--- src/hw/rtl/i2cm_pkg.sv ---
// Package for the I2C master transaction engine.
// Holds the command codes, the bus phase type and the request and response beat structs.
// Depends on nothing.
`default_nettype none

package i2cm_pkg;

	localparam logic [1:0] CMD_TICK  = 2'd0;
	localparam logic [1:0] CMD_LOAD  = 2'd1;
	localparam logic [1:0] CMD_BEGIN = 2'd2;

	typedef enum logic [4:0] {
		PH_IDLE       = 5'd0,
		PH_START_HOLD = 5'd1,
		PH_START_LOW  = 5'd2,
		PH_ABIT_LOW   = 5'd3,
		PH_ABIT_HIGH  = 5'd4,
		PH_AACK_LOW   = 5'd5,
		PH_AACK_HIGH  = 5'd6,
		PH_DBIT_LOW   = 5'd7,
		PH_DBIT_HIGH  = 5'd8,
		PH_DACK_LOW   = 5'd9,
		PH_DACK_HIGH  = 5'd10,
		PH_STOP_LOW   = 5'd11,
		PH_STOP_HIGH  = 5'd12
	} phase_t;

	typedef struct packed {
		logic [1:0] command;
		logic       sda_in;
		logic       read_not_write;
		logic [6:0] device_address;
		logic [4:0] byte_count;
		logic [3:0] buffer_index;
		logic [7:0] write_byte;
	} req_t;

	typedef struct packed {
		logic       scl_level;
		logic       sda_level;
		logic       sda_driving;
		logic       busy_res;
		logic       read_valid;
		logic [3:0] read_index;
		logic [7:0] read_byte;
		logic       ack_valid;
		logic       ack_bit;
		logic       done_res;
		logic       rejected;
	} rsp_t;

endpackage

`default_nettype wire

--- src/hw/rtl/i2c_master_transaction_engine_top.sv ---
// A result beat appears in the output register in the cycle after its request is taken.
// Throughput: one request beat per clock; the output register takes a new beat while the
// previous one is read out, so only a stalled response side holds requests back.
// The write-buffer byte for each acknowledge is prefetched from the RAM, whose read data is registered.
// Reset clears the sequencer to idle with SCL and SDA released high and the output empty;
// the write buffer is not cleared.
// Top level: sequencer, write-buffer RAM and output register. Depends on i2cm_pkg.
`default_nettype none

module i2c_master_transaction_engine_top import i2cm_pkg::*; #(
	parameter int BUF_DEPTH = 16
) (
	input  wire logic clk,
	input  wire logic arst_n,
	input  wire logic req_valid,
	output logic      req_ready,
	input  wire req_t req_data,
	output logic      rsp_valid,
	input  wire logic rsp_ready,
	output rsp_t      rsp_data
);

	localparam int AW = (BUF_DEPTH > 1) ? $clog2(BUF_DEPTH) : 1;

	logic          fire;
	rsp_t          seq_rsp;
	logic          ram_wr_en;
	logic [AW-1:0] ram_wr_addr;
	logic [7:0]    ram_wr_data;
	logic [AW-1:0] ram_rd_addr;
	logic [7:0]    ram_rd_data;

	assign req_ready = !rsp_valid || rsp_ready;
	assign fire      = req_valid && req_ready;

	i2cm_seq #(
		.BUF_DEPTH (BUF_DEPTH)
	) u_seq (
		.clk         (clk),
		.arst_n      (arst_n),
		.fire        (fire),
		.req         (req_data),
		.rsp         (seq_rsp),
		.ram_wr_en   (ram_wr_en),
		.ram_wr_addr (ram_wr_addr),
		.ram_wr_data (ram_wr_data),
		.ram_rd_addr (ram_rd_addr),
		.ram_rd_data (ram_rd_data)
	);

	i2cm_ram #(
		.WIDTH (8),
		.DEPTH (BUF_DEPTH)
	) u_wbuf (
		.clk     (clk),
		.wr_en   (ram_wr_en),
		.wr_addr (ram_wr_addr),
		.wr_data (ram_wr_data),
		.rd_addr (ram_rd_addr),
		.rd_data (ram_rd_data)
	);

	always_ff @(posedge clk or negedge arst_n) begin
		if (!arst_n) begin
			rsp_valid <= 1'b0;
		end else if (fire) begin
			rsp_valid <= 1'b1;
		end else if (rsp_ready) begin
			rsp_valid <= 1'b0;
		end
	end

	always_ff @(posedge clk) begin
		if (fire) begin
			rsp_data <= seq_rsp;
		end
	end

endmodule

`default_nettype wire

--- src/hw/rtl/i2cm_ram.sv ---
// Generic single-port-write, single-port-read RAM with registered read data.
// Read during a write to the same address returns the old contents.
// Depends on nothing.
`default_nettype none

module i2cm_ram #(
	parameter int WIDTH = 8,
	parameter int DEPTH = 16,
	localparam int AW = (DEPTH > 1) ? $clog2(DEPTH) : 1
) (
	input  wire logic             clk,
	input  wire logic             wr_en,
	input  wire logic [AW-1:0]    wr_addr,
	input  wire logic [WIDTH-1:0] wr_data,
	input  wire logic [AW-1:0]    rd_addr,
	output logic      [WIDTH-1:0] rd_data
);

	logic [WIDTH-1:0] mem [DEPTH];

	always_ff @(posedge clk) begin
		if (wr_en) begin
			mem[wr_addr] <= wr_data;
		end
		rd_data <= mem[rd_addr];
	end

endmodule

`default_nettype wire

--- src/hw/rtl/i2cm_seq.sv ---
// Bus sequencer: phase machine, bit and byte counters, shift register and line levels.
// Prefetches the next write-buffer byte from the RAM and bypasses a load of the last cycle.
// Depends on i2cm_pkg.
`default_nettype none

module i2cm_seq import i2cm_pkg::*; #(
	parameter int BUF_DEPTH = 16,
	localparam int AW = (BUF_DEPTH > 1) ? $clog2(BUF_DEPTH) : 1
) (
	input  wire logic          clk,
	input  wire logic          arst_n,
	input  wire logic          fire,
	input  wire req_t          req,
	output rsp_t               rsp,
	output logic               ram_wr_en,
	output logic [AW-1:0]      ram_wr_addr,
	output logic [7:0]         ram_wr_data,
	output logic [AW-1:0]      ram_rd_addr,
	input  wire logic [7:0]    ram_rd_data
);

	localparam int IW = (AW > 5) ? AW : 5;
	localparam logic [8:0] DEPTH_W = 9'(BUF_DEPTH);

	phase_t     phase_q, phase_d;
	logic [3:0] bitc_q, bitc_d;
	logic [4:0] bytec_q, bytec_d;
	logic [7:0] shift_q, shift_d;
	logic [6:0] tgt_q, tgt_d;
	logic       rmode_q, rmode_d;
	logic [4:0] len_q, len_d;
	logic       scl_q, scl_d;
	logic       sda_q, sda_d;
	logic       drv_q, drv_d;
	logic       byp_hit_q;
	logic [7:0] byp_data_q;

	logic [7:0] buf_byte;
	logic [4:0] bc_inc;
	logic [3:0] bitc_dec;
	logic       more_aack, more_dack, last_read;
	logic [IW-1:0] wr_idx, rd_idx;
	logic       in_data_phase;

	logic       rv, av, ab, dn, rj;
	logic [3:0] ri;
	logic [7:0] rb;
	logic       nb_take;
	logic       nb_more;

	assign bc_inc    = bytec_q + 5'd1;
	assign bitc_dec  = bitc_q - 4'd1;
	assign more_aack = (len_q != 5'd0);
	assign more_dack = (bc_inc < len_q);
	assign last_read = ({1'b0, bytec_q} + 6'd1) >= {1'b0, len_q};
	assign buf_byte  = byp_hit_q ? byp_data_q : ram_rd_data;

	// Buffer write port for loads; slots beyond the depth are dropped
	assign wr_idx      = IW'(req.buffer_index);
	assign ram_wr_en   = fire && (req.command == CMD_LOAD)
	                     && ({5'd0, req.buffer_index} < DEPTH_W);
	assign ram_wr_addr = wr_idx[AW-1:0];
	assign ram_wr_data = req.write_byte;

	// Prefetch the byte the next acknowledge will send: slot 0 before data, else count + 1
	assign in_data_phase = (phase_q == PH_DBIT_LOW) || (phase_q == PH_DBIT_HIGH)
	                       || (phase_q == PH_DACK_LOW) || (phase_q == PH_DACK_HIGH);
	assign rd_idx      = in_data_phase ? (IW'(bytec_q) + IW'(1)) : '0;
	assign ram_rd_addr = rd_idx[AW-1:0];

	// Next phase
	always_comb begin
		phase_d = phase_q;
		if (req.command == CMD_BEGIN) begin
			if (phase_q == PH_IDLE) begin
				phase_d = PH_START_HOLD;
			end
		end else if (req.command == CMD_TICK) begin
			case (phase_q)
				PH_START_HOLD: phase_d = PH_START_LOW;
				PH_START_LOW:  phase_d = PH_ABIT_LOW;
				PH_ABIT_LOW:   phase_d = PH_ABIT_HIGH;
				PH_AACK_LOW:   phase_d = PH_AACK_HIGH;
				PH_DBIT_LOW:   phase_d = PH_DBIT_HIGH;
				PH_DACK_LOW:   phase_d = PH_DACK_HIGH;
				PH_ABIT_HIGH:  phase_d = (bitc_q != 4'd0) ? PH_ABIT_LOW : PH_AACK_LOW;
				PH_DBIT_HIGH:  phase_d = (bitc_q != 4'd0) ? PH_DBIT_LOW : PH_DACK_LOW;
				PH_AACK_HIGH:  phase_d = more_aack ? PH_DBIT_LOW : PH_STOP_LOW;
				PH_DACK_HIGH:  phase_d = more_dack ? PH_DBIT_LOW : PH_STOP_LOW;
				PH_STOP_LOW:   phase_d = PH_STOP_HIGH;
				PH_STOP_HIGH:  phase_d = PH_IDLE;
				default:       phase_d = phase_q;
			endcase
		end
	end

	// Datapath and result fields
	always_comb begin
		bitc_d  = bitc_q;
		bytec_d = bytec_q;
		shift_d = shift_q;
		tgt_d   = tgt_q;
		rmode_d = rmode_q;
		len_d   = len_q;
		scl_d   = scl_q;
		sda_d   = sda_q;
		drv_d   = drv_q;
		rv      = 1'b0;
		ri      = 4'd0;
		rb      = 8'd0;
		av      = 1'b0;
		ab      = 1'b0;
		dn      = 1'b0;
		rj      = 1'b0;
		nb_take = 1'b0;
		nb_more = 1'b0;
		if (req.command == CMD_BEGIN) begin
			if (phase_q != PH_IDLE) begin
				rj = 1'b1;
			end else begin
				tgt_d   = req.device_address;
				rmode_d = req.read_not_write;
				len_d   = ({4'd0, req.byte_count} > DEPTH_W) ? 5'(BUF_DEPTH) : req.byte_count;
				bitc_d  = 4'd0;
				bytec_d = 5'd0;
				shift_d = 8'd0;
				scl_d   = 1'b1;
				sda_d   = 1'b1;
				drv_d   = 1'b1;
			end
		end else if (req.command == CMD_TICK) begin
			case (phase_q)
				PH_START_HOLD: begin
					sda_d = 1'b0;
				end
				PH_START_LOW: begin
					shift_d = {tgt_q, rmode_q};
					bitc_d  = 4'd7;
					scl_d   = 1'b0;
					drv_d   = 1'b1;
					sda_d   = tgt_q[6];
				end
				PH_ABIT_LOW, PH_AACK_LOW, PH_DBIT_LOW, PH_DACK_LOW: begin
					scl_d = 1'b1;
				end
				PH_ABIT_HIGH: begin
					scl_d = 1'b0;
					if (bitc_q != 4'd0) begin
						bitc_d = bitc_dec;
						drv_d  = 1'b1;
						sda_d  = shift_q[bitc_dec[2:0]];
					end else begin
						drv_d = 1'b0;
						sda_d = 1'b1;
					end
				end
				PH_DBIT_HIGH: begin
					scl_d = 1'b0;
					if (rmode_q) begin
						shift_d = {shift_q[6:0], req.sda_in};
					end
					if (bitc_q != 4'd0) begin
						bitc_d = bitc_dec;
						drv_d  = !rmode_q;
						sda_d  = rmode_q ? 1'b1 : shift_q[bitc_dec[2:0]];
					end else if (rmode_q) begin
						rv    = 1'b1;
						ri    = bytec_q[3:0];
						rb    = {shift_q[6:0], req.sda_in};
						drv_d = 1'b1;
						// NACK the final byte, ACK the rest
						sda_d = last_read;
					end else begin
						drv_d = 1'b0;
						sda_d = 1'b1;
					end
				end
				PH_AACK_HIGH: begin
					av      = 1'b1;
					ab      = req.sda_in;
					bytec_d = 5'd0;
					nb_take = 1'b1;
					nb_more = more_aack;
				end
				PH_DACK_HIGH: begin
					av      = !rmode_q;
					ab      = rmode_q ? 1'b0 : req.sda_in;
					bytec_d = bc_inc;
					nb_take = 1'b1;
					nb_more = more_dack;
				end
				PH_STOP_LOW: begin
					scl_d = 1'b1;
				end
				PH_STOP_HIGH: begin
					scl_d = 1'b1;
					sda_d = 1'b1;
					drv_d = 1'b0;
					dn    = 1'b1;
				end
				default: begin
					scl_d = scl_q;
				end
			endcase
			// After an acknowledge: start the next byte or pull SCL low ahead of the stop
			if (nb_take) begin
				scl_d = 1'b0;
				if (nb_more) begin
					bitc_d = 4'd7;
					if (rmode_q) begin
						shift_d = 8'd0;
						drv_d   = 1'b0;
						sda_d   = 1'b1;
					end else begin
						shift_d = buf_byte;
						drv_d   = 1'b1;
						sda_d   = buf_byte[7];
					end
				end else begin
					sda_d = 1'b0;
					drv_d = 1'b1;
				end
			end
		end
	end

	always_comb begin
		rsp.scl_level   = scl_d;
		rsp.sda_level   = sda_d;
		rsp.sda_driving = drv_d;
		rsp.busy_res    = (phase_d != PH_IDLE);
		rsp.read_valid  = rv;
		rsp.read_index  = ri;
		rsp.read_byte   = rb;
		rsp.ack_valid   = av;
		rsp.ack_bit     = ab;
		rsp.done_res    = dn;
		rsp.rejected    = rj;
	end

	always_ff @(posedge clk or negedge arst_n) begin
		if (!arst_n) begin
			phase_q <= PH_IDLE;
			bitc_q  <= 4'd0;
			bytec_q <= 5'd0;
			shift_q <= 8'd0;
			tgt_q   <= 7'd0;
			rmode_q <= 1'b0;
			len_q   <= 5'd0;
			scl_q   <= 1'b1;
			sda_q   <= 1'b1;
			drv_q   <= 1'b0;
		end else if (fire) begin
			phase_q <= phase_d;
			bitc_q  <= bitc_d;
			bytec_q <= bytec_d;
			shift_q <= shift_d;
			tgt_q   <= tgt_d;
			rmode_q <= rmode_d;
			len_q   <= len_d;
			scl_q   <= scl_d;
			sda_q   <= sda_d;
			drv_q   <= drv_d;
		end
	end

	// Hold the byte of a load that hit the address being prefetched
	always_ff @(posedge clk or negedge arst_n) begin
		if (!arst_n) begin
			byp_hit_q <= 1'b0;
		end else begin
			byp_hit_q <= ram_wr_en && (ram_wr_addr == ram_rd_addr);
		end
	end

	always_ff @(posedge clk) begin
		byp_data_q <= ram_wr_data;
	end

	a_begin_starts: assert property (@(posedge clk) disable iff (!arst_n)
		fire && (req.command == CMD_BEGIN) && (phase_q == PH_IDLE)
		|=> (phase_q == PH_START_HOLD) && scl_q && sda_q && drv_q)
		else $error("begin while idle did not enter the start hold");

	a_stop_releases: assert property (@(posedge clk) disable iff (!arst_n)
		fire && (req.command == CMD_TICK) && (phase_q == PH_STOP_HIGH)
		|=> (phase_q == PH_IDLE) && scl_q && sda_q && !drv_q)
		else $error("bus not released after the stop");

	a_bytes_bounded: assert property (@(posedge clk) disable iff (!arst_n)
		(phase_q != PH_IDLE) |-> (bytec_q <= len_q) && (bitc_q <= 4'd7))
		else $error("byte or bit counter out of range during a transaction");

	a_bypass_fresh: assert property (@(posedge clk) disable iff (!arst_n)
		byp_hit_q |-> (buf_byte == $past(ram_wr_data)))
		else $error("prefetched buffer byte misses the last load");

	a_rejected_holds: assert property (@(posedge clk) disable iff (!arst_n)
		fire && rsp.rejected |=> $stable(phase_q) || (phase_q != PH_IDLE))
		else $error("rejected begin disturbed the transaction");

endmodule

`default_nettype wire

--- config.mk ---
export PLATFORM = sky130hd
export DESIGN_NAME = i2c_master_transaction_engine_top
export DESIGN_NICKNAME = d
export VERILOG_FILES = /design/src/hw/rtl/i2cm_pkg.sv /design/src/hw/rtl/i2c_master_transaction_engine_top.sv /design/src/hw/rtl/i2cm_ram.sv /design/src/hw/rtl/i2cm_seq.sv
export SDC_FILE = /design/constraint.sdc
export NUM_CORES = 1
export LEC_CHECK = 0
export BUFFER_PORTS_ARGS = -buffer_cell sky130_fd_sc_hd__buf_2
export CORE_MARGIN = 2
export CORE_UTILIZATION = 63
export CTS_BUF_LIST = sky130_fd_sc_hd__clkbuf_8
export DETAILED_ROUTE_END_ITERATION = 16
export PLACE_DENSITY = 0.82
export SYNTH_ARGS = -nofsm -noshare
export SYNTH_HDL_FRONTEND = slang
export SYNTH_SLANG_ARGS = --single-unit
export TNS_END_PERCENT = 5
--- constraint.sdc ---
create_clock -name clk -period 3.8 [get_ports clk]
set_input_delay 0.19 -clock clk [delete_from_list [all_inputs] [get_ports clk]]
set_output_delay 0.19 -clock clk [all_outputs]
set_load 0.01 [all_outputs]
* Word level (Yosys, flattened, before mapping) *
Memory sizes are Yosys's and may differ from the RTL's. A register that Yosys moved wholly into a read port is not among the register bits.
Index checks and enable logic that the tools add are counted.

operators by class
  div/mod/pow operators = 0
  add/sub/neg operators = 3
  bitwise gates (word level) = 4
  $lt $le $gt $ge = 4
  multiply operators = 0
  shift-type cells = 0
  multiplexer cells = 73
  reduce and logical (&&, ||, !) cells = 28
  equal/unequal tests = 16

operators by type and width
  cell                                                                   count
  8-bit 2-to-1 mux                                                       8
  5-bit case mux with 12 select lines                                    1
  4-bit 2-to-1 mux                                                       10
  1-bit 2-to-1 mux                                                       36
  5-bit 2-to-1 mux                                                       7
  5-bit by 4-bit equality test with 1-bit output, second input constant  5
  5-bit by 3-bit equality test with 1-bit output, second input constant  4
  8-bit case mux with 2 select lines                                     1
  5-bit nonzero test                                                     3
  5-bit by 2-bit equality test with 1-bit output, second input constant  2
  5-bit case mux with 2 select lines                                     1
  1-bit case mux with 2 select lines                                     4
  4-bit case mux with 2 select lines                                     1
  5-bit by 1-bit adder with 6-bit output, second input constant          1
  6-bit by 5-bit greater-or-equal comparator with 1-bit output           1
  3-bit AND reduction                                                    2
  2-bit OR reduction                                                     3
  6-bit OR reduction                                                     1
  5-bit by 1-bit adder with 5-bit output, second input constant          1
  5-bit by 1-bit equality test with 1-bit output, second input constant  1
  5-bit > comparator, second input constant                              1
  5-bit logical NOT                                                      1
  5-bit < comparator                                                     1
  1-bit case mux with 5 select lines                                     1
  other kinds (21)                                                       31

word-level totals
  bits in writable memories = 128
  bits in latches = 0
  bits in read-only memories = 0
  bits in registers = 69
  logic and storage cells = 153
  input port bits = 32
  memories kept = 1
  output and inout port bits = 23

memories
  name        words  width  read ports  clocked after Yosys merged registers in  wr ports  line            source
  u_wbuf.mem  16     8      1           1                                        1         i2cm_ram.sv:19  logic [WIDTH-1:0] mem [DEPTH];

* Longest topological paths before layout *
  depth in word-level cells = 9
  gate-level depth with buffers = 15
  mapped depth without buffers = 10

* Hierarchy *
From an unflattened synthesis, not the netlist that was laid out.

unflattened totals
  cells, all modules = 628
  area total of the unflattened synthesis = 9180.1 sq um

modules (own cells, without submodules)
  module                             times used  seq. area each (sq um)  area an instance (sq um)  cells each
  i2cm_ram                           1           4003.8                  5147.4                    229
  i2cm_seq                           1           1138.6                  3348.2                    374
  i2c_master_transaction_engine_top  1           655.6                   684.4                     25

* Least setup slack after synthesis *
OpenSTA, ideal clock, no wires.

  path kind = register to register
  from = reg u_seq.bytec_q[0]
  to = reg rsp_data[18] (netlist name) (data pin)
  path buffers = 5
  required time = 3.532 ns
  setup slack = 0.788 ns
  clock period less this slack = 3.012 ns
  library setup time = 0.268 ns
  arrival time = 2.744 ns
  stages on the path, launching flop included = 16
  path through = dfrtp_1 > buf_2 > nand3_1 > xor2_2 > inv_1 > buf_2 > buf_2 > ha_1 > a21o_1 > a21oi_1 > nand3_1 > o31a_1 > buf_2 > buf_6 > o21ai_0 > o21ai_0

RTL lines
  element                 line                                     source
  from (decl)             i2cm_seq.sv:27                           logic [4:0] bytec_q, bytec_d;
  from (signal assigned)  i2cm_seq.sv:256                          bytec_q <= bytec_d;
  to (signal assigned)    i2c_master_transaction_engine_top.sv:75  rsp_data <= seq_rsp;
  to (decl)               i2c_master_transaction_engine_top.sv:20  output rsp_t rsp_data

* Worst setup path after layout *
  from = reg u_seq.phase_q[4]
  to = reg u_seq.len_q[0]

between the ends
  longest elaborated chain between the ends = 3

RTL lines
  element                        line             source
  from (decl)                    i2cm_seq.sv:25   phase_t phase_q, phase_d;
  from (signal assigned)         i2cm_seq.sv:254  phase_q <= phase_d;
  5-bit nonzero test             i2cm_seq.sv:118  if (phase_q != PH_IDLE) begin
  1-bit inverter (no line)       --
  3-bit AND reduction (no line)  --
  to (signal assigned)           i2cm_seq.sv:260  len_q <= len_d;
  to (decl)                      i2cm_seq.sv:31   logic [4:0] len_q, len_d;

No other way between the ends.
A chain may end at the register's enable or synchronous reset.

==> results.ini <==
[outcome]
outcome=finished clean

[synthesis]
synth_edf_count=149
synth_compound_area_frac=0.132
yosys_most_used_dff=edfxtp_1
synth_top_family_by_area=compound AO/OA/AOI/OAI gates
synth_top_area_frac=0.478
ys_types=72
async_flop_share=0.195
yosys.area_share.simple=0.114
synth_xor_area_frac=0.00921
synth_area_leaders=edfxtp_1 48%, dfrtp_1 10%, mux2_2 5.3%
synthesis.nets=793
postSynthCellCount=754
synthMuxAreaShare=0.0887
yosys_warnings=0
yosys.area_share.adder=0.00935
yosysTopAreaCell=edfxtp_1
syn-cell-area_sq_um=9370
synth.ff_latch_count=205
seq_area_frac_synth=0.619
syn_area_per_cell_sq_um=12.4

[clocking]
cts.sinks=205
clk_latency_ps=520
cts_tree=yes
ctsLongestPathBuffers=3
cts_buffers=34
root_buffer=clkbuf_8
post-cts-setup-buffer-count=0
htree_levels=2
clkTransAtPathRegs_ps=60

[setup_path]
start_kind=flop
cp_slowest_cell=nor3_2
critPathKind=flop to flop
reg2reg_setup_slack_ps=690
crit_chain=nor3_1 -> nand2_1 -> nor3_2 -> nand3b_1 -> dlygate4sd3_1 -> nand2_1
worstPathArrival_ps=3550
path_common_cell=nand2_1
rr_worst_depth=6
rr_endpoint=u_seq.len_q[0]
worstPathRequired_ps=4240
reg2reg_from=u_seq.phase_q[4]
cp_top_family=simple AND/OR/NAND/NOR gates
worst-path-stages=6
cp-endpoint=u_seq.len_q[0]
startpoint=u_seq.phase_q[4]
max_stage_delay_ps=940
critPathBufInv=1
cp_max_fo=20
cp-end-kind=flop

[drt]
wl_per_cell_microns=21.8
vias_per_cell=6.40
vias=6665
drt-initial-drc-count=917
first_pass_iters=6
drtAntennaViolNets=0
drt_wl_total_mm=22.6
drc_errors=0

[floorplanning]
ios=55
rows=44
core_area_sq_um=14500
die_h_microns=126
dieArea_sq_um=15900
start_util=0.645
die-width_microns=126

[pwr]
p_total_uw=6950
power_density_nw_per_um2=656
ir_worst_vdd_mv=0.396
leakage_uw=0.00400

[timing]
maxSlewViolCount=0
setup_viol=0
setup_ws_ps=689
slew_headroom=0.240
setup_tns_ps=0
hold_violations=0
skew_ps=17.9
post-route-period-util=0.819
fmax_mhz=321
period_needed_ps=3110
tightest_slew_ps=1130
rsz0062_at_grt=no

[finish]
area_growth_pct=13.2
antenna_cells=0
num-nets-final=872
final_cells=1041
drive_above_1_share=0.203

[global_route]
antenna_found_initial=0
grt_pass1_wl_mm=35.7
track_usage=0.289
globalRoute.totalOverflow=0
grt_start_max_net_pins=53
grt_pass1_vias=6603

[place]
post-place-cells=958
io_buffers=54
dp_slack_ps=904
dp_hpwl_mm=15.1
gp_congestion=0.927

[run]
drv_cap=0

[worst_hold_path]
hp-class=input pin to flop

==> state kept, by name, indices dropped and copies added, names as in the netlist <==
signal            cells
u_wbuf.rd_data        8
u_seq.rmode_q         1
u_seq.bytec_q         5
u_seq.sda_q           1
u_seq.len_q           5
u_seq.scl_q           1
rsp_valid             1
rsp_data             21
u_seq.shift_q         8
u_seq.drv_q           1
u_seq.phase_q         5
u_seq.byp_hit_q       1
u_seq.byp_data_q      8
u_seq.tgt_q           7
u_wbuf.mem          128
u_seq.bitc_q          4
==> synthesized netlist by cell type (10+ instances only) <==
library cell,instances
mux2_2,44
inv_1,14
buf_2,13
a21oi_1,61
dfxtp_1,16
edfxtp_1,149
nor3_1,16
a22o_1,16
nand2_1,76
a31oi_1,10
clkbuf_1,25
dfrtp_1,38
and2_1,16
mux2i_1,20
nand3_1,14
o21ai_0,30
nor2_1,42
==> through the flow <==
step | cell area (sq um) | util | hold WS (ps)
after floorplan | 9370 | - | -106
final | 10600 | 0.729 | 19.8
after global routing | 10600 | 0.729 | 10.5
after detailed placement | 9750 | 0.671 | 386
after global placement | 9750 | 0.671 | 370
after CTS | 10600 | 0.729 | 1.15
==> report_power, final <==
part / internal, uW / switching (uW)
combinational: 919 / 1370
clock: 920 / 824
sequential: 2660 / 263
==> cell type report <==
type	instances	area (sq um)
clock buffer	38	523
clock inverter	22	98.8
fill	945	3930
inverter	14	52.6
multi-input combinational	489	3310
sequential	205	5800
tap	184	230
timing repair buffer	89	591
==> logic make-up (layout without fill, tap and decap cells) <==
| group | Yosys count | after routing |
|---|---|---|
| AOI/OAI and AO/OA | 184 | 184 |
| xor gates and xnor gates | 9 | 9 |
| adders and majority gates | 7 | 7 |
| buffers and inverters | 60 | 163 |
| DFF | 205 | 205 |
| muxes | 72 | 72 |
| and+or+nand+nor | 217 | 217 |
==> layout by cell type (no fill, tap or decap), types with 8 or more instances in the layout <==
cell type,n
nand3_1,14
a22o_1,16
and3_1,8
mux2i_1,20
mux2_2,44
dlygate4sd3_1,23
inv_1,27
nor3_1,16
o21ai_0,30
nand2_1,76
buf_4,12
a21oi_1,61
nor2_1,42
a31oi_1,10
buf_2,54
dfxtp_1,16
nand2b_1,9
and2_1,16
edfxtp_1,149
clkbuf_8,38
dfrtp_1,37
==> metal layers <==
layer  share of wire  GRT usage  vias to the layer above
met5               0          0                        -
met4           0.043      0.129                        0
met3           0.071     0.0527                       77
met2            0.50      0.486                      363
met1            0.39      0.369                     3210
li1                -          -                     3015
==> tightest hold or removal path: stages <==
cell      delay (ps)
buf_2             70
nand2b_1         150
nand2b_1          70
==> what timing repair did <==
| action | CTS | global route |
|---|---|---|
| hold buffers | 22 | 1 |
| endpoints found under the hold margin | 58 | 1 |
| resized for setup | 0 | 0 |
==> worst min-delay path by stage <==
stage,from,to,slack [ps],depth (start not counted)
6_report,rsp_ready,rsp_valid,20,3
5_1_grt,req_data[3],u_seq.byp_data_q[3],10,1
4_1_cts,req_data[0],u_seq.byp_data_q[0],1,1
3_5_place_dp,arst_n,u_seq.phase_q[0],390,1
3_3_place_gp,arst_n,u_seq.phase_q[0],370,1
2_1_floorplan,arst_n,rsp_valid,-110,0
No activity file was read; power rests on OpenSTA's default activity.
